<file path="src/rtl/lsac_pkg.sv">
// Shared constants, types and helper functions for the load/store ALU core.
// Used by every module under rtl except lsac_ram; depends on nothing else.
package lsac_pkg;

    localparam int NUM_REGS   = 16;
    localparam int DATA_WORDS = 256;
    localparam int WORD_BITS  = 32;

    localparam int RA_W = $clog2(NUM_REGS);
    localparam int MA_W = $clog2(DATA_WORDS);

    localparam int OUT_IDX_W  = 4;
    localparam int OUT_ADDR_W = 8;
    localparam int OUT_VAL_W  = 32;

    localparam int IN_TDATA_W  = 80;
    localparam int OUT_TDATA_W = 80;

    localparam logic [7:0] OP_ADD   = 8'd1;
    localparam logic [7:0] OP_SUB   = 8'd3;
    localparam logic [7:0] OP_LOAD  = 8'd8;
    localparam logic [7:0] OP_STORE = 8'd9;

    typedef enum logic [1:0] {
        ST_OK      = 2'd0,
        ST_BADOP   = 2'd1,
        ST_BADREG  = 2'd2,
        ST_BADADDR = 2'd3
    } t_status;

    typedef enum logic [2:0] {
        K_NONE,
        K_PRELOAD,
        K_ADD,
        K_SUB,
        K_LOAD,
        K_STORE
    } t_kind;

    // Execute stage contents: decoded item plus operand bypass information.
    typedef struct packed {
        t_kind                kind;
        t_status              status;
        logic [RA_W-1:0]      dst;
        logic [MA_W-1:0]      maddr;
        logic [WORD_BITS-1:0] pre_val;
        logic                 va;
        logic                 vb;
        logic                 vm;
        logic                 fa;
        logic                 fb;
        logic                 fm;
        logic [WORD_BITS-1:0] fva;
        logic [WORD_BITS-1:0] fvb;
        logic [WORD_BITS-1:0] fvm;
    } t_s1;

    typedef struct packed {
        logic [RA_W-1:0] a;
        logic [RA_W-1:0] b;
        logic [MA_W-1:0] m;
    } t_rd;

    typedef struct packed {
        logic                 reg_we;
        logic [RA_W-1:0]      reg_idx;
        logic [WORD_BITS-1:0] reg_val;
        logic                 mem_we;
        logic [MA_W-1:0]      mem_addr;
        logic [WORD_BITS-1:0] mem_val;
    } t_commit;

    function automatic logic reg_ok(input logic [7:0] f);
        return 32'(f) < 32'(NUM_REGS);
    endfunction

    function automatic logic addr_ok(input logic [15:0] a);
        return 32'(a) < 32'(DATA_WORDS);
    endfunction

endpackage

</file>
<file path="src/rtl/lsac_alu.sv">
// Execute stage: operand selection, add/subtract and write generation.
// Depends on lsac_pkg.
module lsac_alu (
    input  lsac_pkg::t_s1                   i_s1,
    input  logic [lsac_pkg::WORD_BITS-1:0]  i_rd_a,
    input  logic [lsac_pkg::WORD_BITS-1:0]  i_rd_b,
    input  logic [lsac_pkg::WORD_BITS-1:0]  i_rd_m,
    output lsac_pkg::t_commit               o_commit
);

    logic [lsac_pkg::WORD_BITS-1:0] w_opa;
    logic [lsac_pkg::WORD_BITS-1:0] w_opb;
    logic [lsac_pkg::WORD_BITS-1:0] w_opm;
    lsac_pkg::t_commit              w_c;

    always_comb begin
        w_opa = i_s1.fa ? i_s1.fva : (i_s1.va ? i_rd_a : '0);
        w_opb = i_s1.fb ? i_s1.fvb : (i_s1.vb ? i_rd_b : '0);
        w_opm = i_s1.fm ? i_s1.fvm : (i_s1.vm ? i_rd_m : '0);

        w_c = '0;
        if (i_s1.status == lsac_pkg::ST_OK) begin
            case (i_s1.kind)
                lsac_pkg::K_PRELOAD: begin
                    w_c.mem_we   = 1'b1;
                    w_c.mem_addr = i_s1.maddr;
                    w_c.mem_val  = i_s1.pre_val;
                end
                lsac_pkg::K_ADD: begin
                    w_c.reg_we  = 1'b1;
                    w_c.reg_idx = i_s1.dst;
                    w_c.reg_val = w_opa + w_opb;
                end
                lsac_pkg::K_SUB: begin
                    w_c.reg_we  = 1'b1;
                    w_c.reg_idx = i_s1.dst;
                    w_c.reg_val = w_opa - w_opb;
                end
                lsac_pkg::K_LOAD: begin
                    w_c.reg_we  = 1'b1;
                    w_c.reg_idx = i_s1.dst;
                    w_c.reg_val = w_opm;
                end
                lsac_pkg::K_STORE: begin
                    w_c.mem_we   = 1'b1;
                    w_c.mem_addr = i_s1.maddr;
                    w_c.mem_val  = w_opb;
                end
                default: begin
                    w_c = '0;
                end
            endcase
        end
    end

    assign o_commit = w_c;

endmodule

</file>
<file path="config.mk">
export PLATFORM = sky130hd
export DESIGN_NAME = lsac_alu
export DESIGN_NICKNAME = d
export VERILOG_FILES = /design/src/rtl/lsac_pkg.sv /design/src/rtl/lsac_alu.sv
export SDC_FILE = /design/constraint.sdc
export NUM_CORES = 1
export LEC_CHECK = 0
export ABC_AREA = 0
export BUFFER_PORTS_ARGS = -buffer_cell sky130_fd_sc_hd__buf_4
export CORE_AREA = 2 2 126 128
export DETAILED_ROUTE_END_ITERATION = 7
export DIE_AREA = 0 0 128 130
export PLACE_DENSITY = 0.7
export SYNTH_ARGS = -nofsm -noshare
export SYNTH_HDL_FRONTEND = slang
export SYNTH_SLANG_ARGS = --single-unit
</file>
<file path="constraint.sdc">
create_clock -name vclk -period 7.2
set_input_delay 0.72 -clock vclk [all_inputs]
set_output_delay 0.72 -clock vclk [all_outputs]
set_load 0.1 [all_outputs]
</file>
==> reports/metrics.yaml, run 1 <==
logic_synthesis:
  avgSynthCellArea_um2: 6.27
  synth-seq-area-share: 0
  ys_warn_count: 0
  syn_nets: 941
  synth_cells: 663
  synth_cell_types: 60
  synth_area_um2: 4160
routing:
  vias: 5985
  ant_nets: 0
  drtIter0Drc: 268
  drtPass1Iterations: 4
  wl_per_cell_um: 17.1
  drt_wl_total_um: 19500
  viasPerCell: 5.25
  drc: 0
critical_path:
  critPathTopFamily: "simple AND/OR/NAND/NOR gates"
  crit_buf_inv: 2
  cp-end-kind: "output port"
  arrival_ps: 5810
  cp_max_fo: 53
  crit_required_ps: 6480
  critPathKind: "input pin to output port"
  startpoint_type: "input pin"
  cp_slowest_cell: "o311ai_0"
  max_stage_delay_ps: 640
  path_cells: "buf_4 -> nor2b_4 -> a22oi_1 -> and4b_1 -> or3b_4 -> or3_2 -> nor2_1 -> nor2_1 -> xor2_1 -> ha_1 -> and3_1 -> and2_1 -> nand2_1 -> o21ba_1 -> o311ai_0 -> or3_1 -> nand4_1 -> or3_1 -> buf_4"
layout:
  seq_cell_count: 0
  ff_latch_area_um2: 0
  drive_above_1_share: 0.369
  n_fill_cell: 1635
  clock_buffers: 0
  syn_to_final_growth_pct: 61.1
  diodes: 0
  nets: 1229
  final_core_util: 0.434
clock_network:
  cts_resized: 0
  cts_setup_buffers: 0
  cts-hold-fix-buffers: 0
power:
  p_leak_nw: 3.29
  powerDensity_nw_per_um2: 94.5
  ir_drop_uv: 23.7
floorplanning:
  dieHeight_um: 130
  num_io_pins: 325
  design.die.area_um2: 16600
  coreArea_um2: 15400
  die-width_um: 128
  start_util: 0.270
  rows: 46
worst_hold_path:
  hold_class: "input pin to output port"
sta:
  max_slew.worst_pin.slew_ps: 832
  rsz0062_at_grt: "false"
  finalHoldViolations: 0
  tns_ps: 0
  period_minus_slack_ps: 6530
  maxSlewViolCount: 0
  relSlewSlack: 0.443
  max_freq_ghz: 0.153
  post-route-period-util: 0.907
  setup_viol_count_final: 0
global_routing:
  grt_usage: 0.213
  antenna_found_initial: 0
  grt_pass1_vias: 5519
  overflow: 0
  grt_pass1_wl_um: 28500
  grt_max_degree: 54
placed_design:
  io_buffers: 325
  dp_hpwl_um: 16800
  place_congestion: 0.871
outcome:
  run_status: "finished, final reports clean"
run:
  drv_cap: 0
## per-stage QoR
stage	power (W)	hold WS, ps	worst slack (ps)	std cells	instance area [µm²]
2_1_floorplan	0.000415	1890	709	663	4160
3_3_place_gp	0.000626	1890	870	1141	6700
3_5_place_dp	0.000630	1890	726	1141	6700
4_1_cts	0.000632	1890	710	1141	6700
5_1_grt	0.000689	1900	260	1141	6700
6_report	0.000633	1890	669	1141	6700
## cells in the final DEF, fill, tap and decap left out, types with 17 or more instances in the layout
cell type,netlist,routed
buf_4,0,332
nor2_1,106,105
a21oi_1,77,77
a22oi_1,69,69
o21ai_0,43,43
nand2_1,37,37
xor2_1,32,32
a22o_1,32,32
ha_1,30,30
xnor2_1,27,27
a21o_1,19,19
o22ai_1,19,19
and2_1,17,17
## per-layer routing
layer,track usage,part of all wire,vias to the layer above
met2,0.366,0.46,254
met3,0.0258,0.070,21
met4,0.0356,0.017,0
met5,0,0,-
met1,0.292,0.45,2663
li1,-,-,3047
## path summary, 6_finish.rpt
kind	start	endpoint	slack, ps	depth (start not counted)
hold / removal	i_s1[143]	o_commit[74]	1890	3
setup / recovery	i_s1[97]	o_commit[72]	670	19
## tightest hold or removal path, cell delays in order
cell and delay (ps):
buf_4 100, and2_1 120, buf_4 220
## cell families (layout without fill, tap and decap cells)
family	after synthesis	in the layout	share of synthesized area
AOI/OAI and AO/OA	293	293	0.463
and+or+nand+nor	217	217	0.252
buffers and inverters	61	347	0.0613
xor gates and xnor gates	59	59	0.124
adders and majority gates	31	31	0.0950
muxes	2	2	0.00481
## cells in the mapped netlist, types with 3 or more instances
library cell  instances  share of area
ha_1                 30          0.090
o21bai_1              6          0.011
and2_1               17          0.026
o21ai_0              43          0.052
xnor2_1              27          0.057
a22o_1               32          0.067
nand2_1              37          0.033
nor4_1                3         0.0045
nor2b_1               7          0.011
or3_1                 3         0.0045
nand4_1               5         0.0075
nand3_1               5         0.0060
a21o_1               19          0.034
a22oi_1              69           0.12
and4_1                3         0.0063
inv_1                15          0.014
nor2_1              106          0.096
nor3_1                3         0.0036
o22ai_1              19          0.029
or2_2                 8          0.012
a21oi_1              77          0.093
xor2_1               32          0.067
and3_1                4         0.0060
a31oi_1               9          0.014
clkbuf_1             39          0.035
buf_1                 3         0.0027
## where the power goes
part / internal [W] / switching (W) / leakage, nW / total, W
registers: 0 / 0 / 0 / 0
clock network: 0 / 0 / 0 / 0
logic: 0.000263 / 0.000371 / 3.29 / 0.000633
total: 0.000263 / 0.000371 / 3.29 / 0.000633
## final cells by class
type                       count  area [µm²]  share of cell area
timing repair buffer         332        2490               0.372
multi-input combinational    602        3910               0.584
inverter                      15        56.3             0.00840
tap                          192         240              0.0358
(Power assumes the default switching activity.)
==> run 2: changes to the inputs <==
--- a/config.mk
+++ b/config.mk
@@ -10,7 +10,7 @@
 export CORE_AREA = 2 2 126 128
 export DETAILED_ROUTE_END_ITERATION = 7
 export DIE_AREA = 0 0 128 130
-export PLACE_DENSITY = 0.7
+export PLACE_DENSITY = 0.59
 export SYNTH_ARGS = -nofsm -noshare
 export SYNTH_HDL_FRONTEND = slang
 export SYNTH_SLANG_ARGS = --single-unit
==> reports/metrics.yaml, run 2 (same netlist as run 1, synthesis figures left out) <==
floorplanning:
  dieHeight_um: 130
  start_util: 0.270
  design.die.area_um2: 16600
  num_io_pins: 325
  coreArea_um2: 15400
  rows: 46
  die-width_um: 128
layout:
  nets: 1231
  final_cell_area_um2: 6720
  n_fill_cell: 1669
  drive_above_1_share: 0.370
  diodes: 0
  mostFrequentLayoutCells: "buf_4 (334), nor2_1 (105), a21oi_1 (77), a22oi_1 (69), o21ai_0 (43)"
  mostFrequentLayoutCell: "buf_4"
  clock_buffers: 0
  ff_latch_area_um2: 0
  seq_cell_count: 0
  syn_to_final_growth_pct: 61.4
  multi_input_area_um2: 3910
  fin_cells: 1143
global_routing:
  grt_pass1_wl_um: 29200
  grt_pass1_vias: 5652
  grt_max_degree: 54
  overflow: 0
  antenna_found_initial: 0
  grt_usage: 0.215
routing:
  drtPass1Iterations: 5
  viasPerCell: 5.25
  wl_per_cell_um: 17.1
  ant_nets: 0
  drtIter0Drc: 204
  vias: 6001
  drc: 0
  drt_wl_total_um: 19500
clock_network:
  cts_resized: 0
  cts_setup_buffers: 0
  cts-hold-fix-buffers: 0
placed_design:
  place_area_um2: 6720
  place_congestion: 0.885
  dp_hpwl_um: 16800
  placed_cells: 1143
  io_buffers: 325
critical_path:
  path_cells: "buf_4 -> nor2b_4 -> buf_4 -> a22oi_1 -> nand4_1 -> or3b_4 -> or3_2 -> nor2_1 -> a21oi_1 -> xor2_1 -> ha_1 -> a21oi_1 -> o21ai_0 -> a21oi_1 -> o21ai_0 -> o311ai_0 -> or3_1 -> nand4_1 -> or3_1 -> buf_4"
  cp_slowest_cell: "o311ai_0"
  critPathKind: "input pin to output port"
  cp_max_fo: 53
  cp-end-kind: "output port"
  max_stage_delay_ps: 700
  critPathTopFamily: "simple AND/OR/NAND/NOR gates"
  crit_buf_inv: 3
  crit_required_ps: 6480
  arrival_ps: 5970
  startpoint_type: "input pin"
power:
  swShare: 0.587
  power_frac_comb: 1.000
  powerDensity_nw_per_um2: 94.8
  power_frac_clock: 0
  seq_power_share: 0
  internal_power_w: 0.000263
  ir_drop_uv: 26.5
  p_leak_nw: 3.30
  p_total_w: 0.000637
  switching_power_w: 0.000374
sta:
  setup_viol_count_final: 0
  max_slew.worst_pin.slew_ps: 782
  post-route-period-util: 0.930
  tns_ps: 0
  relSlewSlack: 0.472
  period_minus_slack_ps: 6690
  maxSlewViolCount: 0
  finalHoldViolations: 0
  rsz0062_at_grt: "false"
  max_freq_ghz: 0.149
worst_hold_path:
  worstHoldStart: "i_s1[142]"
  min_to: "o_commit[73]"
  hold_class: "input pin to output port"
  worstHoldPathCells: 3
outcome:
  run_status: "finished, final reports clean"
run:
  drv_cap: 0
==> run 2: cell count changes in the layout (fill, tap and decap cells not counted) <==
cell   previous run  this run
buf_4           332       334
==> run 2: stage by stage <==
step / worst slack, ps / utilization / hold WS [ps]
after floorplan: 709 / - / 1890
after global placement: 734 / 0.435 / 1890
after detailed placement: 533 / 0.435 / 1890
after CTS: 521 / 0.435 / 1890
after global routing: 63.1 / 0.435 / 1900
final: 505 / 0.435 / 1890
==> run 2: cell type report <==
| type | count | area share |
|---|---|---|
| inverters | 15 | 0.00838 |
| multi-input cells | 602 | 0.583 |
| well taps | 192 | 0.0358 |
| repair buffers | 334 | 0.373 |
==> run 2: worst max-delay path by stage <==
stage | from | to | slack, ps | cells after the start
final | i_s1[97] | o_commit[72] | 510 | 20
after global routing | i_s1[97] | o_commit[72] | 60 | 19
after CTS | i_s1[97] | o_commit[72] | 520 | 20
after detailed placement | i_s1[97] | o_commit[72] | 530 | 20
after global placement | i_s1[97] | o_commit[72] | 730 | 20
after floorplan | i_s1[97] | o_commit[69] | 710 | 19
==> run 2: power groups by stage <==
stage | Combinational, W | Clock [W] | Sequential, W
final | 0.000637 | 0 | 0
after global routing | 0.000693 | 0 | 0
after CTS | 0.000639 | 0 | 0
after detailed placement | 0.000637 | 0 | 0
after global placement | 0.000635 | 0 | 0
after floorplan | 0.000415 | 0 | 0
==> run 2: routing by layer <==
layer / global-route usage / vias up / part of all wire
li1: - / 3051 / -
met1: 0.291 / 2693 / 0.45
met2: 0.379 / 245 / 0.47
met3: 0.0295 / 12 / 0.071
met4: 0.0194 / 0 / 0.0093
met5: 0 / - / 0
==> run 2: tightest hold or removal path, delay by kind of cell <==
kind,cells,cell delay [ps]
buf+inv,2,320
simple gates,1,120
