**src/rtl/lsac_pkg.sv**
```systemverilog
// Shared constants, types and helper functions for the load/store ALU core.
// Used by every module under rtl except lsac_ram; depends on nothing else.
package lsac_pkg;

    localparam int NUM_REGS   = 16;
    localparam int DATA_WORDS = 256;
    localparam int WORD_BITS  = 32;

    localparam int RA_W = $clog2(NUM_REGS);
    localparam int MA_W = $clog2(DATA_WORDS);

    localparam int OUT_IDX_W  = 4;
    localparam int OUT_ADDR_W = 8;
    localparam int OUT_VAL_W  = 32;

    localparam int IN_TDATA_W  = 80;
    localparam int OUT_TDATA_W = 80;

    localparam logic [7:0] OP_ADD   = 8'd1;
    localparam logic [7:0] OP_SUB   = 8'd3;
    localparam logic [7:0] OP_LOAD  = 8'd8;
    localparam logic [7:0] OP_STORE = 8'd9;

    typedef enum logic [1:0] {
        ST_OK      = 2'd0,
        ST_BADOP   = 2'd1,
        ST_BADREG  = 2'd2,
        ST_BADADDR = 2'd3
    } t_status;

    typedef enum logic [2:0] {
        K_NONE,
        K_PRELOAD,
        K_ADD,
        K_SUB,
        K_LOAD,
        K_STORE
    } t_kind;

    // Execute stage contents: decoded item plus operand bypass information.
    typedef struct packed {
        t_kind                kind;
        t_status              status;
        logic [RA_W-1:0]      dst;
        logic [MA_W-1:0]      maddr;
        logic [WORD_BITS-1:0] pre_val;
        logic                 va;
        logic                 vb;
        logic                 vm;
        logic                 fa;
        logic                 fb;
        logic                 fm;
        logic [WORD_BITS-1:0] fva;
        logic [WORD_BITS-1:0] fvb;
        logic [WORD_BITS-1:0] fvm;
    } t_s1;

    typedef struct packed {
        logic [RA_W-1:0] a;
        logic [RA_W-1:0] b;
        logic [MA_W-1:0] m;
    } t_rd;

    typedef struct packed {
        logic                 reg_we;
        logic [RA_W-1:0]      reg_idx;
        logic [WORD_BITS-1:0] reg_val;
        logic                 mem_we;
        logic [MA_W-1:0]      mem_addr;
        logic [WORD_BITS-1:0] mem_val;
    } t_commit;

    function automatic logic reg_ok(input logic [7:0] f);
        return 32'(f) < 32'(NUM_REGS);
    endfunction

    function automatic logic addr_ok(input logic [15:0] a);
        return 32'(a) < 32'(DATA_WORDS);
    endfunction

endpackage

```
**src/rtl/lsac_decode.sv**
```systemverilog
// Instruction decode, range checks and write-to-read bypass for a new beat.
// Depends on lsac_pkg.
module lsac_decode (
    input  logic                           i_action,
    input  logic [31:0]                    i_instruction,
    input  logic [15:0]                    i_preload_address,
    input  logic [31:0]                    i_preload_value,
    input  logic [lsac_pkg::NUM_REGS-1:0]  i_reg_vld,
    input  logic [lsac_pkg::DATA_WORDS-1:0] i_mem_vld,
    input  lsac_pkg::t_commit              i_commit,
    output lsac_pkg::t_rd                  o_rd,
    output lsac_pkg::t_s1                  o_s1
);

    logic [7:0]  w_op;
    logic [7:0]  w_fd;
    logic [7:0]  w_fa;
    logic [7:0]  w_fb;
    logic [15:0] w_addr;
    lsac_pkg::t_rd w_rd;
    lsac_pkg::t_s1 w_s1;

    assign w_op   = i_instruction[7:0];
    assign w_fb   = i_instruction[15:8];
    assign w_fa   = i_instruction[23:16];
    assign w_fd   = i_instruction[31:24];
    assign w_addr = i_instruction[31:16];

    always_comb begin
        w_rd.a = w_fa[lsac_pkg::RA_W-1:0];
        w_rd.b = w_fb[lsac_pkg::RA_W-1:0];
        w_rd.m = w_addr[lsac_pkg::MA_W-1:0];

        w_s1         = '0;
        w_s1.kind    = lsac_pkg::K_NONE;
        w_s1.status  = lsac_pkg::ST_OK;
        w_s1.pre_val = lsac_pkg::WORD_BITS'(i_preload_value);

        if (i_action) begin
            w_s1.kind  = lsac_pkg::K_PRELOAD;
            w_s1.maddr = i_preload_address[lsac_pkg::MA_W-1:0];
            if (!lsac_pkg::addr_ok(i_preload_address)) begin
                w_s1.status = lsac_pkg::ST_BADADDR;
            end
        end else begin
            case (w_op)
                lsac_pkg::OP_ADD, lsac_pkg::OP_SUB: begin
                    w_s1.kind = (w_op == lsac_pkg::OP_ADD) ? lsac_pkg::K_ADD
                                                           : lsac_pkg::K_SUB;
                    w_s1.dst  = w_fd[lsac_pkg::RA_W-1:0];
                    if (!lsac_pkg::reg_ok(w_fd) || !lsac_pkg::reg_ok(w_fa) ||
                        !lsac_pkg::reg_ok(w_fb)) begin
                        w_s1.status = lsac_pkg::ST_BADREG;
                    end
                end
                lsac_pkg::OP_LOAD, lsac_pkg::OP_STORE: begin
                    w_s1.kind  = (w_op == lsac_pkg::OP_LOAD) ? lsac_pkg::K_LOAD
                                                             : lsac_pkg::K_STORE;
                    w_s1.dst   = w_fb[lsac_pkg::RA_W-1:0];
                    w_s1.maddr = w_addr[lsac_pkg::MA_W-1:0];
                    if (!lsac_pkg::reg_ok(w_fb)) begin
                        w_s1.status = lsac_pkg::ST_BADREG;
                    end else if (!lsac_pkg::addr_ok(w_addr)) begin
                        w_s1.status = lsac_pkg::ST_BADADDR;
                    end
                end
                default: begin
                    w_s1.status = lsac_pkg::ST_BADOP;
                end
            endcase
        end

        w_s1.va  = i_reg_vld[w_rd.a];
        w_s1.vb  = i_reg_vld[w_rd.b];
        w_s1.vm  = i_mem_vld[w_rd.m];
        w_s1.fa  = i_commit.reg_we && (i_commit.reg_idx == w_rd.a);
        w_s1.fb  = i_commit.reg_we && (i_commit.reg_idx == w_rd.b);
        w_s1.fm  = i_commit.mem_we && (i_commit.mem_addr == w_rd.m);
        w_s1.fva = i_commit.reg_val;
        w_s1.fvb = i_commit.reg_val;
        w_s1.fvm = i_commit.mem_val;
    end

    assign o_rd = w_rd;
    assign o_s1 = w_s1;

endmodule

```
**config.mk**
```make
export PLATFORM = sky130hd
export DESIGN_NAME = lsac_decode
export DESIGN_NICKNAME = d
export VERILOG_FILES = /design/src/rtl/lsac_pkg.sv /design/src/rtl/lsac_decode.sv
export SDC_FILE = /design/constraint.sdc
export NUM_CORES = 1
export LEC_CHECK = 0
export BUFFER_PORTS_ARGS = -buffer_cell sky130_fd_sc_hd__buf_4
export CAP_MARGIN = 20
export CELL_PAD_IN_SITES_DETAIL_PLACEMENT = 0
export CELL_PAD_IN_SITES_GLOBAL_PLACEMENT = 1
export CORE_AREA = 2 2 236 238
export DETAILED_ROUTE_END_ITERATION = 12
export DIE_AREA = 0 0 238 240
export PLACE_DENSITY = 0.46
export SLEW_MARGIN = 25
export SYNTH_ARGS = -nofsm -noshare
export SYNTH_HDL_FRONTEND = slang
export SYNTH_SLANG_ARGS = --single-unit
```
**constraint.sdc**
```tcl
create_clock -name vclk -period 3.1
set_input_delay 0.62 -clock vclk [all_inputs]
set_output_delay 0.62 -clock vclk [all_outputs]
set_load 0.05 [all_outputs]
```
==> results.toml, run 1 <==
[route]
vias = 4289
final_antenna_net_count = 0
drt-initial-drc-count = 127
wl_per_cell_um = 19.9
dr.pass1.iters = 4
vias_per_cell = 3.18
routed_wirelength_um = 26800
drc = 0

[power]
total_leakage_power_uw = 0.00303
p_per_area_nw_per_um2 = 145
ir_drop_v = 0.0000576

[hold_path]
min_from = "i_preload_value[24]"
min_path_type = "input pin to primary output"
hold_depth = 0

[layout]
layout-drive-gt1-share = 0.860
layout.cells.most_common = "buf_4"
register_area_um2 = 0
nets = 1075
seq_cell_count = 0
fillers = 6253
post-route-cell-area_um2 = 7290
syn2layout_area_growth_pct = 93.2
clock_buffer_count = 0
final_cell_mix = "410 x buf_4, 74 x mux4_2, 18 x buf_12"
final_cells = 1347
multi_input_area_um2 = 2740

[worst_setup_path]
timing.critical_path.buf_inv = 6
path_cells = "buf_12, buf_4, buf_16, buf_4, buf_12, mux4_2, a22oi_2, a21oi_2, or4_1, nand3b_1, nand4_1, buf_6"
setup.worst_path.end_class = "primary output"
path_depth = 12
arrival_ns = 2.93
crit_path_top_delay_cell = "mux4_2"
crit_family = "buffers and inverters"
max_stage_delay_ns = 0.41
worstSetupPathType = "input pin to primary output"
crit_fanout = 5
cp-startpoint = "i_instruction[16]"
required_ns = 2.48
start_kind = "input pin"

[synthesis]
yosys_warnings = 0
synth_cells = 371
yosys.cell_types.count = 35
seq_area_frac_synth = 0
synth_nets = 802
avgSynthCellArea_um2 = 10.2
synth_area_um2 = 3770

[global_routing]
grt_pass1_vias = 4841
grtUsageTotal = 0.0867
grt_max_degree = 21
antenna_found_initial = 3
grt_pass1_wl_um = 35200
overflow = 0

[floorplanning]
rows = 86
dieArea_um2 = 57100
die_h_um = 240
die_w_um = 238
start_util = 0.0690
io_pins = 598
core-area_um2 = 54700

[place]
hpwl_um = 23700
dp_slack_ns = -0.904
io_buffers = 374
place_congestion = 0.750
placed_cell_area_um2 = 6930
place_inst = 1336

[sta]
maxSlewViolCount = 0
finalCritPeriodShare = 1.15
fin_ws_ns = -0.452
rsz0062_at_grt = "true"
max_freq_ghz = 0.282
hold_ws_ns = 1.24
worst_pin_slew_ns = 0.493
period_minus_slack_ns = 3.55
finalSetupViolCount = 1
slew_headroom = 0.670
finalHoldViolations = 0

[flow_run]
maxCapViolCount = 0

[run_status]
run_status = "finished with violations"
violations = "negative setup slack"

[clocking]
cts_hold_buf = 0
-- final cells by class --
cell class	count	share of cell area
Antenna cell	1	0.000343
Inverter	1	0.000515
Multi-Input combinational cell	199	0.376
Tap cell	704	0.121
Timing Repair Buffer	442	0.502
-- routing by layer --
layer / wire [um] / vias to the layer above / GRT usage
met5: 27 / - / 0
met4: 1150 / 4 / 0.0322
met3: 2210 / 64 / 0.0189
met2: 14400 / 346 / 0.173
met1: 9040 / 2008 / 0.0874
li1: - / 1867 / -
-- cells in the mapped netlist, types with 3 or more instances --
cell	instances	area [um^2]
nor3_1	4	20.0
buf_2	5	25.0
nand2b_1	3	18.8
or4_1	3	22.5
clkbuf_1	14	52.6
buf_4	147	1100
a21oi_1	16	80.1
a22o_1	14	123
nor4_1	10	62.6
nor2_1	3	11.3
nand2_1	8	30.0
nor2b_1	3	18.8
a22oi_1	27	203
xnor2_1	3	26.3
xor2_1	14	123
mux4_2	74	1670
-- metrics by stage --
stage / util / TNS, ns / total power [uW]
6_report: 0.133 / -0.452 / 1050
5_1_grt: 0.133 / -0.596 / 1120
4_1_cts: 0.132 / -0.478 / 1060
3_5_place_dp: 0.127 / -1.03 / 1010
3_3_place_gp: 0.127 / -1.04 / 1000
2_1_floorplan: - / -0.189 / 878
-- worst paths after layout --
kind | to
setup / recovery | o_s1[99]
hold / removal | o_s1[126]
-- kinds of logic after synthesis --
| kind of cell | count (synthesis) | share of synthesized area |
|---|---|---|
| and+or+nand+nor | 43 | 0.0650 |
| buffers and inverters | 172 | 0.326 |
| muxes | 75 | 0.444 |
| xor gates and xnor gates | 17 | 0.0395 |
| AOI/OAI and AO/OA | 64 | 0.125 |
-- timing repair --
action,4_1_cts,5_1_grt
gates cloned,3,1
hold endpoints to repair,0,0
buffers inserted,5,2
setup endpoints to repair,2,3
pin swaps,12,6
resized for setup,33,10
-- where the power goes --
| part | internal [uW] | leakage (uW) | switching (uW) |
|---|---|---|---|
| clock network | 0.0000432 | 0.00000000634 | 0 |
| registers | 0 | 0 | 0 |
| logic | 615 | 0.00303 | 438 |
| total | 615 | 0.00303 | 438 |
No activity file was read; power rests on OpenSTA's default activity.
==> inputs of run 2 (changes only) <==
==> constraint.sdc (replaced) <==
create_clock -name vclk -period 3
set_input_delay 0.6 -clock vclk [all_inputs]
set_output_delay 0.6 -clock vclk [all_outputs]
set_load 0.05 [all_outputs]
==> run 2 against run 1 <==
  * The flow still finishes with violations (negative setup slack)
  * Critical path depth is 1 lower
  * Sequential share of layout area stayed put
  * Final cell count is 0.22% higher
  * Global-route usage hardly changed
  * Largest power group unchanged
  * Highest routed layer unchanged
==> results.toml, run 2 (synthesized netlist as in run 1, its figures left out) <==
[floorplanning]
rows = 86
die_w_um = 238
core-area_um2 = 54700
start_util = 0.0690
dieArea_um2 = 57100
io_pins = 598
die_h_um = 240

[place]
placed_cell_area_um2 = 6930
dp_slack_ns = -1.03
hpwl_um = 23800
place_congestion = 0.741
io_buffers = 374

[global_routing]
antenna_found_initial = 6
overflow = 0
grt_pass1_vias = 5094
grt_max_degree = 21
grt_pass1_wl_um = 35700
grtUsageTotal = 0.0870

[layout]
register_area_um2 = 0
nets = 1076
layout.cells.most_common = "buf_4"
seq_cell_count = 0
final_cell_mix = "415 x buf_4, 74 x mux4_2, 22 x a22oi_1"
post-route-cell-area_um2 = 7190
layout-drive-gt1-share = 0.838
syn2layout_area_growth_pct = 90.6
clock_buffer_count = 0

[route]
routed_wirelength_um = 26800
final_antenna_net_count = 0
wl_per_cell_um = 19.8
drt-initial-drc-count = 126
drc = 0
dr.pass1.iters = 4
vias = 4313
vias_per_cell = 3.19

[sta]
fin_tns_setup_ns = -0.534
fin_ws_ns = -0.534
finalSetupViolCount = 1
slew_headroom = 0.652
maxSlewViolCount = 0
rsz0062_at_grt = "true"
finalCritPeriodShare = 1.18
worst_pin_slew_ns = 0.517
max_freq_ghz = 0.283
finalHoldViolations = 0
period_minus_slack_ns = 3.53

[worst_setup_path]
worstSetupPathType = "input pin to primary output"
path_common_cell = "buf_12"
max_stage_delay_ns = 0.52
timing.critical_path.buf_inv = 5
crit_family = "simple AND/OR/NAND/NOR gates"
crit_fanout = 6
arrival_ns = 2.93
start_kind = "input pin"
crit_path_top_delay_cell = "or4_1"
path_cells = "buf_12, buf_12, buf_4, buf_16, mux4_2, a22oi_1, a21oi_1, or4_1, nand3b_1, nand4_1, buf_6"
required_ns = 2.40
setup.worst_path.end_class = "primary output"

[run_status]
violations = "negative setup slack"
run_status = "finished with violations"

[power]
ir_drop_v = 0.0000640
total_leakage_power_uw = 0.00303
p_per_area_nw_per_um2 = 148

[hold_path]
min_path_type = "input pin to primary output"

[flow_run]
maxCapViolCount = 0

[clocking]
cts_hold_buf = 0
==> run 2: changes by cell type in the layout (fill, tap and decap cells not counted), sizes merged <==
cell,before,now
bufbuf,0,1
diode,1,3
==> run 2: routing by layer <==
layer  up-vias  track usage  part of all wire
met2       344        0.170              0.53
met1      2025       0.0874              0.34
met3        64       0.0217             0.089
met4         6       0.0354             0.041
met5         -            0            0.0015
li1       1874            -                 -
==> run 2: cell type report <==
cell class	count	area, um^2
Timing Repair Buffer	443	3630
Fill cell	6256	47500
Inverter	1	3.75
Multi-Input combinational cell	199	2670
Antenna cell	3	7.51
Tap cell	704	881
==> run 2: repair_timing <==
action / 4_1_cts / 5_1_grt
endpoints found under the hold margin: 0 / 0
gates cloned: 2 / 1
gates resized for setup: 20 / 5
endpoints found under the setup margin: 3 / 3
setup buffers: 5 / 2
pin swaps: 8 / 5
==> run 2: worst paths after layout <==
path	end	depth (start not counted)	from
max	o_s1[99]	11	i_instruction[16]
min	o_s1[129]	0	i_preload_value[27]
==> run 2: metrics by stage <==
stage	instances	utilization	hold slack, ns	power [uW]
2_1_floorplan	371	-	1.28	907
3_3_place_gp	1337	0.127	1.20	1040
3_5_place_dp	1337	0.127	1.20	1040
4_1_cts	1344	0.130	1.20	1080
5_1_grt	1350	0.132	1.20	1140
6_report	1350	0.132	1.20	1070
==> run 2: power breakdown <==
| group | internal, uW | total, uW | switching [uW] |
|---|---|---|---|
| Clock | 0.000134 | 0.000134 | 0 |
| Sequential | 0 | 0 | 0 |
| Combinational | 627 | 1070 | 439 |
| Total | 627 | 1070 | 439 |
==> inputs of run 3 (changes only) <==
--- a/config.mk
+++ b/config.mk
@@ -13,6 +13,7 @@
 export DETAILED_ROUTE_END_ITERATION = 12
 export DIE_AREA = 0 0 238 240
 export PLACE_DENSITY = 0.46
+export RECOVER_POWER = 100
 export SLEW_MARGIN = 25
 export SYNTH_ARGS = -nofsm -noshare
 export SYNTH_HDL_FRONTEND = slang
==> run 3 against run 2 <==
  * The flow still finishes with violations (negative setup slack)
  * Maximum frequency hardly changed
  * Sequential share of layout area is the same
  * Count of clock-buffer cells in the layout stayed put
  * First-iteration DRC count down 29%
  * Highest routed layer unchanged
  * Hold slack is the same
  * Critical endpoint unchanged
  * Core utilization fell by 0.16 points
==> results.toml, run 3 (synthesized netlist as in run 1, its figures left out) <==
[run_status]
run_status = "finished with violations"
violations = "negative setup slack"

[sta]
rsz0062_at_grt = "true"
slew_headroom = 0.458
hold_ws_ns = 1.20
fin_ws_ns = -0.532
period_minus_slack_ns = 3.53
maxSlewViolCount = 0
finalHoldViolations = 0
finalCritPeriodShare = 1.18
max_freq_ghz = 0.283
worst_pin_slew_ns = 0.812
finalSetupViolCount = 2

[layout]
multi_input_area_um2 = 2660
register_area_um2 = 0
fillers = 6275
final_util = 0.130
final_cell_mix = "394 x buf_4, 74 x mux4_2, 22 x a22oi_1"
syn2layout_area_growth_pct = 88.4
nets = 1076
layout.cells.most_common = "buf_4"
seq_cell_count = 0
final_cells = 1350
clock_buffer_count = 0
layout-drive-gt1-share = 0.809

[place]
io_buffers = 374
hpwl_um = 23800
place_congestion = 0.741
dp_slack_ns = -1.03
place_inst = 1337

[global_routing]
grtUsageTotal = 0.0870
grt_pass1_wl_um = 35700
grt_pass1_vias = 5094
grt_max_degree = 21
antenna_found_initial = 6
overflow = 0

[route]
final_antenna_net_count = 0
dr.pass1.iters = 5
wl_per_cell_um = 19.8
vias = 4307
drt-initial-drc-count = 89
vias_per_cell = 3.19
drc = 0
routed_wirelength_um = 26700

[hold_path]
min_path_type = "input pin to primary output"

[power]
p_per_area_nw_per_um2 = 148
power_uw = 1050
total_leakage_power_uw = 0.00295
ir_drop_v = 0.0000643

[worst_setup_path]
max_stage_delay_ns = 0.52
setup.worst_path.end_class = "primary output"
path_cells = "buf_12, buf_12, buf_4, buf_16, mux4_2, a22oi_1, a21oi_1, or4_1, nand3b_1, nand4_1, buf_6"
crit_path_top_delay_cell = "or4_1"
path_common_cell = "buf_12"
worstSetupPathType = "input pin to primary output"
required_ns = 2.40
start_kind = "input pin"
crit_fanout = 6
arrival_ns = 2.93

[flow_run]
maxCapViolCount = 0

[floorplanning]
die_w_um = 238
io_pins = 598
start_util = 0.0690
die_h_um = 240
core-area_um2 = 54700
dieArea_um2 = 57100
rows = 86

[clocking]
cts_hold_buf = 0
-- run 3: changes by cell type in the layout (fill, tap and decap cells not counted), sizes merged --
| cell | change |
|---|---|
| buf | -21 |
| clkbuf | +21 |
-- run 3: cell type report --
| cell class | instances | share of cell area |
|---|---|---|
| Multi-Input combinational cell | 199 | 0.374 |
| Inverter | 1 | 0.000528 |
| Timing Repair Buffer | 443 | 0.501 |
| Antenna cell | 3 | 0.00106 |
| Tap cell | 704 | 0.124 |
-- run 3: worst paths after layout --
| path | from | endpoint | cells after the start |
|---|---|---|---|
| setup / recovery | i_instruction[16] | o_s1[99] | 11 |
| hold / removal | i_preload_value[24] | o_s1[126] | 0 |
-- run 3: repair_timing --
action,CTS,global route
gates resized for setup,20,5
setup buffers,5,2
pin swaps,8,5
endpoints found under the setup margin,3,3
cloned,2,1
-- run 3: metrics by stage --
step / area, um^2 / TNS [ns]
6_report: 7110 / -0.722
5_1_grt: 7110 / -1.54
4_1_cts: 7120 / -0.630
3_5_place_dp: 6930 / -1.23
3_3_place_gp: 6930 / -1.22
2_1_floorplan: 3860 / -0.249
-- run 3: power breakdown --
group	internal [uW]	total (uW)	switching [uW]
registers	0	0	0
logic	615	1050	437
clock network	0.000134	0.000134	0
total	615	1050	437
-- run 3: layer usage --
layer,track usage,wire length (um),vias up,share of wire
li1,-,-,1874,-
met1,0.0874,8920,2006,0.33
met3,0.0217,2440,68,0.091
met2,0.170,14100,353,0.53
met4,0.0354,1210,6,0.045
met5,0,41,-,0.0015
-- run 3: critical path: cells and delay by family --
family / cells / cell delay, ns
AOI/OAI and AO/OA: 2 / 0.34
buffers and inverters: 5 / 0.68
muxes: 1 / 0.48
and+or+nand+nor: 3 / 0.80
