`src/rtl/lsac_ram.sv`:
```
// Generic single-write, single-read RAM with registered read data.
// Stand-alone; no package dependency.
module lsac_ram #(
    parameter int WIDTH = 32,
    parameter int DEPTH = 16
) (
    input  logic                     i_clk,
    input  logic                     i_we,
    input  logic [$clog2(DEPTH)-1:0] i_waddr,
    input  logic [WIDTH-1:0]         i_wdata,
    input  logic                     i_re,
    input  logic [$clog2(DEPTH)-1:0] i_raddr,
    output logic [WIDTH-1:0]         o_rdata
);

    logic [WIDTH-1:0] r_mem [DEPTH];
    logic [WIDTH-1:0] r_rdata;

    always_ff @(posedge i_clk) begin
        if (i_we) begin
            r_mem[i_waddr] <= i_wdata;
        end
        if (i_re) begin
            r_rdata <= r_mem[i_raddr];
        end
    end

    assign o_rdata = r_rdata;

endmodule

```
`config.mk`:
```
export PLATFORM = sky130hd
export DESIGN_NAME = lsac_ram
export DESIGN_NICKNAME = d
export VERILOG_FILES = /design/src/rtl/lsac_ram.sv
export SDC_FILE = /design/constraint.sdc
export NUM_CORES = 1
export LEC_CHECK = 0
export BUFFER_PORTS_ARGS = -buffer_cell sky130_fd_sc_hd__clkbuf_2
export CORE_MARGIN = 10
export CORE_UTILIZATION = 61
export CTS_CLUSTER_DIAMETER = 80
export DETAILED_ROUTE_END_ITERATION = 10
export MAX_ROUTING_LAYER = met4
export PLACE_DENSITY = 0.79
export REMOVE_ABC_BUFFERS = 1
export SETUP_SLACK_MARGIN = 0.2
export SLEW_MARGIN = 20
export SYNTH_ARGS = -nofsm -noshare
export SYNTH_HDL_FRONTEND = slang
export SYNTH_SLANG_ARGS = --single-unit
```
`constraint.sdc`:
```
create_clock -name i_clk -period 4.6 [get_ports i_clk]
set_input_delay 0.23 -clock i_clk [delete_from_list [all_inputs] [get_ports i_clk]]
set_output_delay 0.23 -clock i_clk [all_outputs]
set_load 0.02 [all_outputs]
```
==> results of run 1 <==
cell type report:
class,instances,area (um^2)
clock inverter,36,340.3
sequential,544,16340
clock buffer,60,1331
fill,1845,9698
tap,442,553.0
antenna,4,10.01
multi-input combinational,251,3756
timing repair buffer,99,594.3
logic make-up after synthesis:
family                 after synthesis  synth area share
AO/OA/AOI/OAI                       64           0.02382
multiplexers                       128            0.1429
flip-flops                         544            0.8097
AND/OR/NAND/NOR                     59           0.01253
buffers and inverters               43           0.01104
power by group:
part / switching [mW] / internal [mW]
registers: 0.0392 / 5.59
clock network: 1.79 / 2.41
logic: 0.313 / 0.191
total: 2.14 / 8.19
synthesized netlist by cell type:
cell type | instances | area (um^2)
sky130_fd_sc_hd__nand3_1 | 1 | 5.000
sky130_fd_sc_hd__buf_6 | 2 | 22.52
sky130_fd_sc_hd__buf_1 | 9 | 33.78
sky130_fd_sc_hd__nor3_1 | 4 | 20.02
sky130_fd_sc_hd__nor2_1 | 13 | 48.80
sky130_fd_sc_hd__and2_1 | 1 | 6.260
sky130_fd_sc_hd__nor2b_1 | 2 | 12.51
sky130_fd_sc_hd__edfxtp_1 | 544 | 16340
sky130_fd_sc_hd__nand2_1 | 33 | 123.9
sky130_fd_sc_hd__or3b_2 | 1 | 8.760
sky130_fd_sc_hd__a22oi_1 | 64 | 480.5
sky130_fd_sc_hd__buf_4 | 11 | 82.58
sky130_fd_sc_hd__buf_2 | 4 | 20.02
sky130_fd_sc_hd__nand3b_1 | 2 | 15.01
sky130_fd_sc_hd__mux4_2 | 128 | 2883
sky130_fd_sc_hd__clkbuf_1 | 17 | 63.81
sky130_fd_sc_hd__nand2b_1 | 2 | 12.51
flip-flops by register name, indices dropped and copies added (netlist names):
| register | count |
|---|---|
| o_rdata | 32 |
| r_mem | 512 |
layer usage:
metal	part of all wire	global-route usage	up-vias
li1	-	-	3825
met1	0.38	0.3092	5004
met2	0.49	0.3576	636
met3	0.098	0.05086	96
met4	0.027	0.07060	0
met5	0	-	-
cell usage in the layout, fill, tap and decap left out:
master,instances
sky130_fd_sc_hd__edfxtp_1,544
sky130_fd_sc_hd__mux4_2,128
sky130_fd_sc_hd__clkbuf_2,72
sky130_fd_sc_hd__a22oi_1,64
sky130_fd_sc_hd__clkbuf_16,52
sky130_fd_sc_hd__nand2_1,33
sky130_fd_sc_hd__buf_4,24
sky130_fd_sc_hd__clkinv_1,14
sky130_fd_sc_hd__nor2_4,13
sky130_fd_sc_hd__clkinv_2,10
sky130_fd_sc_hd__clkbuf_1,8
sky130_fd_sc_hd__bufinv_16,6
sky130_fd_sc_hd__diode_2,4
sky130_fd_sc_hd__nor3_2,3
sky130_fd_sc_hd__nor2b_4,2
sky130_fd_sc_hd__nand3b_1,2
sky130_fd_sc_hd__nand2b_1,2
sky130_fd_sc_hd__inv_6,2
sky130_fd_sc_hd__clkinvlp_4,2
sky130_fd_sc_hd__buf_12,2
sky130_fd_sc_hd__and2_2,1
sky130_fd_sc_hd__nand3_1,1
sky130_fd_sc_hd__nor3_4,1
sky130_fd_sc_hd__or3b_2,1
sky130_fd_sc_hd__clkinv_4,1
sky130_fd_sc_hd__clkinv_8,1
sky130_fd_sc_hd__clkbuf_8,1
worst paths after layout:
| check | end | depth (start not counted) | startpoint | slack (ns) |
|---|---|---|---|---|
| max | o_rdata[24]$_DFFE_PP_ | 5 | i_raddr[0] | 2.68 |
| min | r_mem[13][24]$_DFFE_PP_ | 1 | i_wdata[24] | 0.06 |
| max reg2reg | o_rdata[23]$_DFFE_PP_ | 3 | r_mem[11][23]$_DFFE_PP_ | 3.08 |
| min reg2reg | o_rdata[12]$_DFFE_PP_ | 3 | r_mem[12][12]$_DFFE_PP_ | 0.76 |
per-stage QoR:
stage	hold slack, ns	instance area, um^2
global route	0.07864	22920
finish	0.05507	22920
detailed placement	0.6188	21230
CTS	0.04151	22900
global placement	0.6164	21230
floorplan	0.3289	19950
worst reg2reg max path, delay by kind of cell, from the launching register on:
family	cells	cell delay, ns
mux	1	0.50
compound gates	1	0.21
flops	1	0.40
simple gates	1	0.14
==> summary.json, run 1 <==
{
  "run_status": {
    "outcome": "finished clean"
  },
  "global_routing": {
    "grtUsageTotal": 0.2320,
    "global_route.overflow_total": 0,
    "grt_pass1_vias": 9953,
    "grt_first_pass_wirelength_mm": 67.23,
    "initial_antenna_violation_count": 4,
    "maximum_number_of_pins_on_one_net_before_global_route_repair": 76
  },
  "min_path": {
    "hold_path_class": "primary input to register"
  },
  "clock_tree": {
    "tritoncts": "built",
    "post_cts.repair.setup_buffers": 0,
    "cts_resized": 0,
    "cts_buffer_depth": 3,
    "clock_latency_of_the_later_clocked_register_in_the_worst_skew_pair_ns": 0.57,
    "numClockSinks": 544,
    "cts-buffers-inserted": 51,
    "h-tree-depth": 2,
    "clock_tree.root_cell": "sky130_fd_sc_hd__clkbuf_16",
    "post_cts_hold_buffers": 0,
    "clk_pin_slew_ns": 0.07
  },
  "synth": {
    "synthesis.instances": 838,
    "synth_cell_types": 17,
    "ys_ff_latch": 544,
    "sequential_to_total_area_share_from_yosys_stat": 0.8097,
    "syn_area_mm2": 0.02017,
    "yosysWarningCount": 0,
    "synth.avg_cell_area_um2": 24.07
  },
  "place": {
    "dp_wirelength_mm": 21.22,
    "gp_routability_congestion": 0.7231,
    "portBuffers": 74,
    "place_ws_ns": 2.096,
    "numPlacedInstances": 1336
  },
  "critical_path": {
    "cp_data_required_time_ns": 4.90,
    "path_class": "primary input to register",
    "critical_path_buf_inv_count": 2,
    "path_cells": "clkbuf_8 -> buf_12 -> mux4_2 -> a22oi_1 -> nand2_1",
    "critical_path.endpoint_type": "register",
    "critPathArrivalTime_ns": 2.23,
    "crit_fanout": 66,
    "cpLargestDelayFamily": "buffers and inverters",
    "worst_setup_path_start_kind": "primary input",
    "cpMaxStageDelayCell": "sky130_fd_sc_hd__clkbuf_8",
    "critical-path-max-stage-delay_ns": 0.60
  },
  "sta": {
    "setup_viol": 0,
    "max_freq_ghz": 0.5199,
    "final_hold_viol_count": 0,
    "timing.final.ws_setup_ns": 2.676,
    "period_minus_ws_final_ns": 1.924,
    "setup_tns_final_ns": 0,
    "fin_crit_sh": 0.4182,
    "worst-slew-pin-transition_ns": 1.146,
    "final.setup_skew_ns": 0.01990,
    "finalMaxSlewViolations": 0,
    "grt_setup_unrepaired": "false",
    "timing.slew.headroom": 0.2361
  },
  "layout": {
    "finish.utilization": 0.7027,
    "nNetsFinal": 990,
    "final_layout_size_suffix_gt1_frac": 0.3253,
    "areaGrowthSynthToFinish_pct": 13.61,
    "final_cells": 1436
  },
  "die": {
    "start_util": 0.6185,
    "die_height_um": 201.9,
    "row_count": 66,
    "die_width_um": 201.9,
    "io_pins": 75,
    "design.die.area_mm2": 0.04075,
    "area_of_the_core_region_mm2": 0.03262
  },
  "pwr": {
    "totalPowerFinal_mw": 10.33,
    "power.density_mw_per_mm2": 450.8,
    "leakage_nw": 7.346,
    "worst_ir_drop_vdd_v": 0.0002879
  },
  "route": {
    "detailed_route_wl_mm": 45.89,
    "route.vias.total": 9561,
    "final_antenna_net_count": 0,
    "routed_wirelength_normalized_by_instance_count_um": 31.96,
    "number_of_detailed_routing_iterations_run_before_antenna_repair": 5,
    "remaining_drc_errors": 0,
    "drt_first_iter_violations": 1194,
    "detail_route.vias_per_cell": 6.658
  },
  "flow_run": {
    "cap_violations": 0
  }
}
No activity file was read; power rests on OpenSTA's default activity.
==> inputs of run 2 (changes only) <==
--- a/config.mk
+++ b/config.mk
@@ -5,13 +5,14 @@
 export SDC_FILE = /design/constraint.sdc
 export NUM_CORES = 1
 export LEC_CHECK = 0
+export ABC_AREA = 1
 export BUFFER_PORTS_ARGS = -buffer_cell sky130_fd_sc_hd__clkbuf_2
 export CORE_MARGIN = 10
-export CORE_UTILIZATION = 61
+export CORE_UTILIZATION = 56
 export CTS_CLUSTER_DIAMETER = 80
 export DETAILED_ROUTE_END_ITERATION = 10
 export MAX_ROUTING_LAYER = met4
-export PLACE_DENSITY = 0.79
+export PLACE_DENSITY = 0.76
 export REMOVE_ABC_BUFFERS = 1
 export SETUP_SLACK_MARGIN = 0.2
 export SLEW_MARGIN = 20
==> constraint.sdc (replaced) <==
create_clock -name i_clk -period 1.6 [get_ports i_clk]
set_input_delay 0.08 -clock i_clk [delete_from_list [all_inputs] [get_ports i_clk]]
set_output_delay 0.08 -clock i_clk [all_outputs]
set_load 0.02 [all_outputs]
==> summary.json, run 2 <==
{
  "layout": {
    "mostFrequentLayoutCells": "sky130_fd_sc_hd__nand2_1 (677), sky130_fd_sc_hd__edfxtp_1 (544), sky130_fd_sc_hd__inv_1 (387)",
    "areaGrowthSynthToFinish_pct": 14.81,
    "multi_input_comb_area_mm2": 0.004667,
    "nNetsFinal": 2282,
    "final_cells": 2808,
    "final_layout_size_suffix_gt1_frac": 0.1024,
    "finalInstanceArea_mm2": 0.02646,
    "antenna_cells": 0,
    "largest_register_ff_count": 512,
    "largest_register": "r_mem",
    "fill_cells": 2890,
    "seqCellArea_mm2": 0.01634,
    "layout_commonest_cell": "sky130_fd_sc_hd__nand2_1"
  },
  "clock_tree": {
    "cts_resized": 0,
    "clk_pin_slew_ns": 0.06,
    "cts-buffers-inserted": 52,
    "clock_tree.root_cell": "sky130_fd_sc_hd__clkbuf_16",
    "tritoncts": "built",
    "cts_buffer_depth": 3,
    "h-tree-depth": 2,
    "numClockSinks": 544,
    "clock_latency_of_the_later_clocked_register_in_the_worst_skew_pair_ns": 0.57
  },
  "sta": {
    "fin_crit_sh": 0.8320,
    "timing.slew.headroom": 0.6679,
    "worst-slew-pin-transition_ns": 0.4968,
    "period_minus_ws_final_ns": 1.331,
    "grt_setup_unrepaired": "false",
    "final_hold_viol_count": 0,
    "setup_viol": 0,
    "final.setup_skew_ns": 0.009134,
    "finalMaxSlewViolations": 0,
    "max_freq_ghz": 0.7512
  },
  "die": {
    "area_of_the_core_region_mm2": 0.04074,
    "die_height_um": 222.9,
    "io_pins": 75,
    "design.die.area_mm2": 0.04968,
    "start_util": 0.5658,
    "die_width_um": 222.9,
    "row_count": 74
  },
  "pwr": {
    "internal-power_mw": 23.37,
    "seq_power_share": 0.539,
    "swShare": 0.2208,
    "comb_power_share": 0.069,
    "totalPowerFinal_mw": 29.99,
    "power.density_mw_per_mm2": 1133,
    "netSwitchingPower_mw": 6.623,
    "worst_ir_drop_vdd_v": 0.0007616,
    "leakage_nw": 11.22,
    "clock_power_share": 0.392
  },
  "global_routing": {
    "maximum_number_of_pins_on_one_net_before_global_route_repair": 85,
    "grt_pass1_vias": 15480,
    "groute.layer.met3.usage": 0.04079,
    "initial_antenna_violation_count": 0,
    "grtUsageTotal": 0.2276,
    "grt_first_pass_wirelength_mm": 87.07,
    "globalRoute.busiestLayer": "met2",
    "global_route.overflow_total": 0,
    "groute.layer.met1.usage": 0.2906,
    "grt.met2_usage": 0.3637
  },
  "critical_path": {
    "critical_path_buf_inv_count": 1,
    "critical_path.endpoint_type": "output pin",
    "cpLargestDelayFamily": "flip-flops",
    "critPathArrivalTime_ns": 1.25,
    "path_cells": "clkbuf_2",
    "cpMaxStageDelayCell": "sky130_fd_sc_hd__edfxtp_1",
    "worst_setup_path_start_kind": "register",
    "crit_fanout": 1,
    "critical-path-max-stage-delay_ns": 0.48,
    "path_class": "register to output pin",
    "cp_data_required_time_ns": 1.52
  },
  "route": {
    "remaining_drc_errors": 0,
    "final_antenna_net_count": 0,
    "drt_first_iter_violations": 1963,
    "routed_wirelength_normalized_by_instance_count_um": 19.66,
    "number_of_detailed_routing_iterations_run_before_antenna_repair": 5,
    "route.vias.total": 15370,
    "detailed_route_wl_mm": 55.22,
    "detail_route.vias_per_cell": 5.473
  },
  "synth": {
    "post_synth_main_area_contributors": "sky130_fd_sc_hd__edfxtp_1 (71%), sky130_fd_sc_hd__nand2_1 (11%), sky130_fd_sc_hd__nand3_1 (8.4%)",
    "postSynth.asyncResetShare": 0,
    "synth.avg_cell_area_um2": 10.87,
    "yosys.area.top_type_share": 0.7087,
    "post_synth_edffs": 544,
    "yosysWarningCount": 0,
    "ys_ff_latch": 544,
    "synth_most_common_cell": "sky130_fd_sc_hd__nand2_1",
    "synth_cell_types": 14,
    "synthesis.instances": 2120,
    "syn_area_mm2": 0.02305,
    "synth_top_area_cell": "sky130_fd_sc_hd__edfxtp_1",
    "synth_top_flop_cell": "sky130_fd_sc_hd__edfxtp_1",
    "synth_top_cells_by_count": "sky130_fd_sc_hd__nand2_1 (677), sky130_fd_sc_hd__edfxtp_1 (544), sky130_fd_sc_hd__inv_1 (388), sky130_fd_sc_hd__nand3_1 (385), sky130_fd_sc_hd__buf_2 (41)",
    "sequential_to_total_area_share_from_yosys_stat": 0.7087
  },
  "run_status": {
    "outcome": "finished clean"
  },
  "flow_run": {
    "cap_violations": 0
  },
  "min_path": {
    "hold_path_class": "primary input to register"
  },
  "place": {
    "gp_routability_congestion": 0.8274,
    "dpl_cell_area_mm2": 0.02454,
    "portBuffers": 74,
    "dp_wirelength_mm": 31.45,
    "numPlacedInstances": 2685
  }
}
run 2: logic make-up after synthesis:
logic type,synth area share
and+or+nand+nor,0.1973
DFF,0.7087
buffers and inverters,0.09407
run 2: what timing repair did:
item                      4_1_cts  5_1_grt
hold buffers                   32        0
hold endpoints to repair      507        0
buffers inserted                0        0
run 2: final timing paths:
kind                          start                    to  slack [ns]  depth (start not counted)
max           o_rdata[17]$_DFFE_PP_           o_rdata[17]        0.27                          1
min reg2reg  r_mem[10][2]$_DFFE_PP_  o_rdata[2]$_DFFE_PP_        0.73                          6
max reg2reg   r_mem[0][0]$_DFFE_PP_  o_rdata[0]$_DFFE_PP_        0.42                          6
min                            i_re  o_rdata[9]$_DFFE_PP_        0.02                          2
run 2: layout make-up:
cell class                 instances  share of cell area
timing repair buffer             170             0.06491
inverter                         390             0.05560
clock buffer                      61             0.05125
tap                              532             0.02515
sequential                       544              0.6173
multi-input combinational       1081              0.1764
clock inverter                    30            0.009456
run 2: worst register-to-register path, cell delays in order (launching register included):
cell and delay [ns]:
sky130_fd_sc_hd__edfxtp_1 0.40, sky130_fd_sc_hd__inv_1 0.09, sky130_fd_sc_hd__nand2_1 0.06, sky130_fd_sc_hd__nand3_1 0.06
sky130_fd_sc_hd__nand3_1 0.13, sky130_fd_sc_hd__nand3_1 0.12, sky130_fd_sc_hd__nand2_1 0.07
run 2: layer usage:
metal  wire, um  vias up  part of all wire
met1      21660     7377              0.39
li1           -     7110                 -
met3       5374      109             0.097
met2      26790      771              0.49
met5          0        -                 0
met4       1389        0             0.025
run 2: stage by stage:
step             util  worst slack, ns  hold WS [ns]  TNS [ns]
6_report       0.6496           0.2688       0.01595         0
5_1_grt        0.6496           0.2443       0.01649         0
4_1_cts        0.6496           0.2487      0.005874         0
3_5_place_dp   0.6023           0.1054        0.4825         0
3_3_place_gp   0.6023           0.1601        0.4836         0
2_1_floorplan       -          -0.8930        0.1789   -259.10
run 2: power by group through the flow:
stage,Combinational [mW],Sequential (mW),Clock [mW]
2_1_floorplan,0.835,16.5,0
3_3_place_gp,1.93,16.4,0
3_5_place_dp,2.00,16.5,0
4_1_cts,2.08,16.2,11.9
5_1_grt,2.28,16.2,12.4
6_report,2.08,16.2,11.8
==> inputs of run 3 (changes only) <==
==> constraint.sdc (replaced) <==
create_clock -name i_clk -period 1.1 [get_ports i_clk]
set_input_delay 0.055 -clock i_clk [delete_from_list [all_inputs] [get_ports i_clk]]
set_output_delay 0.055 -clock i_clk [all_outputs]
set_load 0.02 [all_outputs]
==> summary.json, run 3 (synthesized netlist as in run 2, its figures left out) <==
{
  "layout": {
    "final_layout_size_suffix_gt1_frac": 0.1815,
    "areaGrowthSynthToFinish_pct": 21.30,
    "largest_register": "r_mem",
    "nNetsFinal": 2328,
    "mostFrequentLayoutCells": "sky130_fd_sc_hd__nand2_1 (659), sky130_fd_sc_hd__edfxtp_1 (544), sky130_fd_sc_hd__inv_1 (379)",
    "fill_cells": 2697,
    "largest_register_ff_count": 512,
    "final_cells": 2862,
    "finish.utilization": 0.6863,
    "antenna_cells": 0,
    "multi_input_comb_area_mm2": 0.005303,
    "seqCellArea_mm2": 0.01634,
    "layout_commonest_cell": "sky130_fd_sc_hd__nand2_1"
  },
  "flow_run": {
    "cap_violations": 0
  },
  "sta": {
    "final_hold_viol_count": 0,
    "timing.final.ws_setup_ns": -0.2359,
    "finalMaxSlewViolations": 0,
    "worst-slew-pin-transition_ns": 0.3907,
    "fin_crit_sh": 1.214,
    "timing.slew.headroom": 0.7389,
    "period_minus_ws_final_ns": 1.336,
    "max_freq_ghz": 0.7485,
    "final.setup_skew_ns": 0.01343,
    "grt_setup_unrepaired": "true",
    "setup_viol": 35
  },
  "critical_path": {
    "cpMaxStageDelayCell": "sky130_fd_sc_hd__edfxtp_1",
    "path_cells": "buf_6",
    "cp_data_required_time_ns": 1.04,
    "critical_path.endpoint_type": "output pin",
    "cpLargestDelayFamily": "flip-flops",
    "critical-path-max-stage-delay_ns": 0.49,
    "crit_fanout": 1,
    "critPathArrivalTime_ns": 1.28,
    "path_depth": 1,
    "ff2ff_path_depth": 6,
    "worst_setup_path_start_kind": "register",
    "critical_path_buf_inv_count": 1,
    "path_class": "register to output pin",
    "reg2reg_setup_slack_ns": -0.01
  },
  "clock_tree": {
    "cts_buffer_depth": 3,
    "clk_pin_slew_ns": 0.06,
    "tritoncts": "built",
    "numClockSinks": 544,
    "cts-buffers-inserted": 53,
    "clock_latency_of_the_later_clocked_register_in_the_worst_skew_pair_ns": 0.60,
    "clock_tree.root_cell": "sky130_fd_sc_hd__clkbuf_16",
    "h-tree-depth": 2
  },
  "pwr": {
    "leakage_nw": 11.88,
    "worst_ir_drop_vdd_v": 0.001124,
    "power.density_mw_per_mm2": 1625
  },
  "route": {
    "number_of_detailed_routing_iterations_run_before_antenna_repair": 9,
    "remaining_drc_errors": 0,
    "detail_route.vias_per_cell": 5.494,
    "detailed_route_wl_mm": 57.50,
    "drt_first_iter_violations": 1891,
    "route.vias.total": 15720,
    "final_antenna_net_count": 0,
    "routed_wirelength_normalized_by_instance_count_um": 20.09
  },
  "place": {
    "place_ws_ns": -0.3106,
    "numPlacedInstances": 2729,
    "portBuffers": 74,
    "dp_wirelength_mm": 32.57,
    "gp_routability_congestion": 0.8549
  },
  "die": {
    "area_of_the_core_region_mm2": 0.04074,
    "die_width_um": 222.9,
    "io_pins": 75,
    "start_util": 0.5658,
    "design.die.area_mm2": 0.04968,
    "row_count": 74,
    "die_height_um": 222.9
  },
  "min_path": {
    "min_delay_path_depth": 4,
    "hold_path_class": "primary input to register"
  },
  "run_status": {
    "outcome": "finished, violations left",
    "violations_in_the_final_reports": "setup timing"
  },
  "global_routing": {
    "grtUsageTotal": 0.2308,
    "grt_first_pass_wirelength_mm": 86.82,
    "global_route.overflow_total": 0,
    "initial_antenna_violation_count": 0,
    "maximum_number_of_pins_on_one_net_before_global_route_repair": 63,
    "grt_pass1_vias": 15350
  }
}
run 3: cell types whose count changed in the layout (fill, tap and decap cells not counted), moves of 8 or more:
| cell | change |
|---|---|
| sky130_fd_sc_hd__nand2_1 | -18 |
| sky130_fd_sc_hd__nand2_2 | +18 |
| sky130_fd_sc_hd__inv_1 | -8 |
| sky130_fd_sc_hd__inv_2 | +8 |
| sky130_fd_sc_hd__nand3_1 | -118 |
| sky130_fd_sc_hd__clkbuf_2 | -32 |
| sky130_fd_sc_hd__buf_4 | +29 |
| sky130_fd_sc_hd__nand3_2 | +118 |
| sky130_fd_sc_hd__buf_6 | +28 |
| sky130_fd_sc_hd__buf_12 | +15 |
run 3: what timing repair did:
item,CTS,global route
hold buffers,33,0
resized for setup,33,200
setup buffers,0,0
endpoints found under the setup margin,64,64
endpoints found under the hold margin,544,0
pin swaps,113,108
run 3: final timing paths:
| path | start | to |
|---|---|---|
| worst min register to register | r_mem[10][14]$_DFFE_PP_ | o_rdata[14]$_DFFE_PP_ |
| worst min-delay path | i_raddr[3] | o_rdata[12]$_DFFE_PP_ |
| worst max register to register | r_mem[0][19]$_DFFE_PP_ | o_rdata[19]$_DFFE_PP_ |
| worst max-delay path | o_rdata[27]$_DFFE_PP_ | o_rdata[27] |
run 3: per-layer routing:
metal | GRT usage | routed length [um] | share of wire | vias up
met5 | - | 0 | 0 | -
met2 | 0.3713 | 28270 | 0.49 | 865
met3 | 0.03230 | 5262 | 0.092 | 119
li1 | - | - | - | 7213
met1 | 0.2956 | 22260 | 0.39 | 7526
met4 | 0.08566 | 1709 | 0.030 | 0
run 3: cell type report:
class                           instances  area share
Sequential cell                       544      0.5842
Timing Repair Buffer                  215     0.08659
Tap cell                              532     0.02381
Clock inverter                         35     0.01253
Inverter                              390     0.05262
Clock buffer                           65     0.05057
Multi-Input combinational cell       1081      0.1896
run 3: through the flow:
step	setup TNS, ns	area, um^2	power, mW	hold WS, ns
after floorplan	-517.50	22350	25.24	0.1539
after global placement	-50.49	25060	26.92	0.4524
after detailed placement	-59.80	25060	27.02	0.4620
after CTS	-4.807	27310	45.35	0.05534
after global routing	-4.970	27960	46.71	0.1101
final	-3.841	27960	45.45	0.09057
run 3: where the power goes:
group	switching, mW	leakage, nW	internal (mW)
Sequential	0.169	4.94	23.4
Combinational	2.26	6.07	1.27
Clock	7.62	0.865	10.8
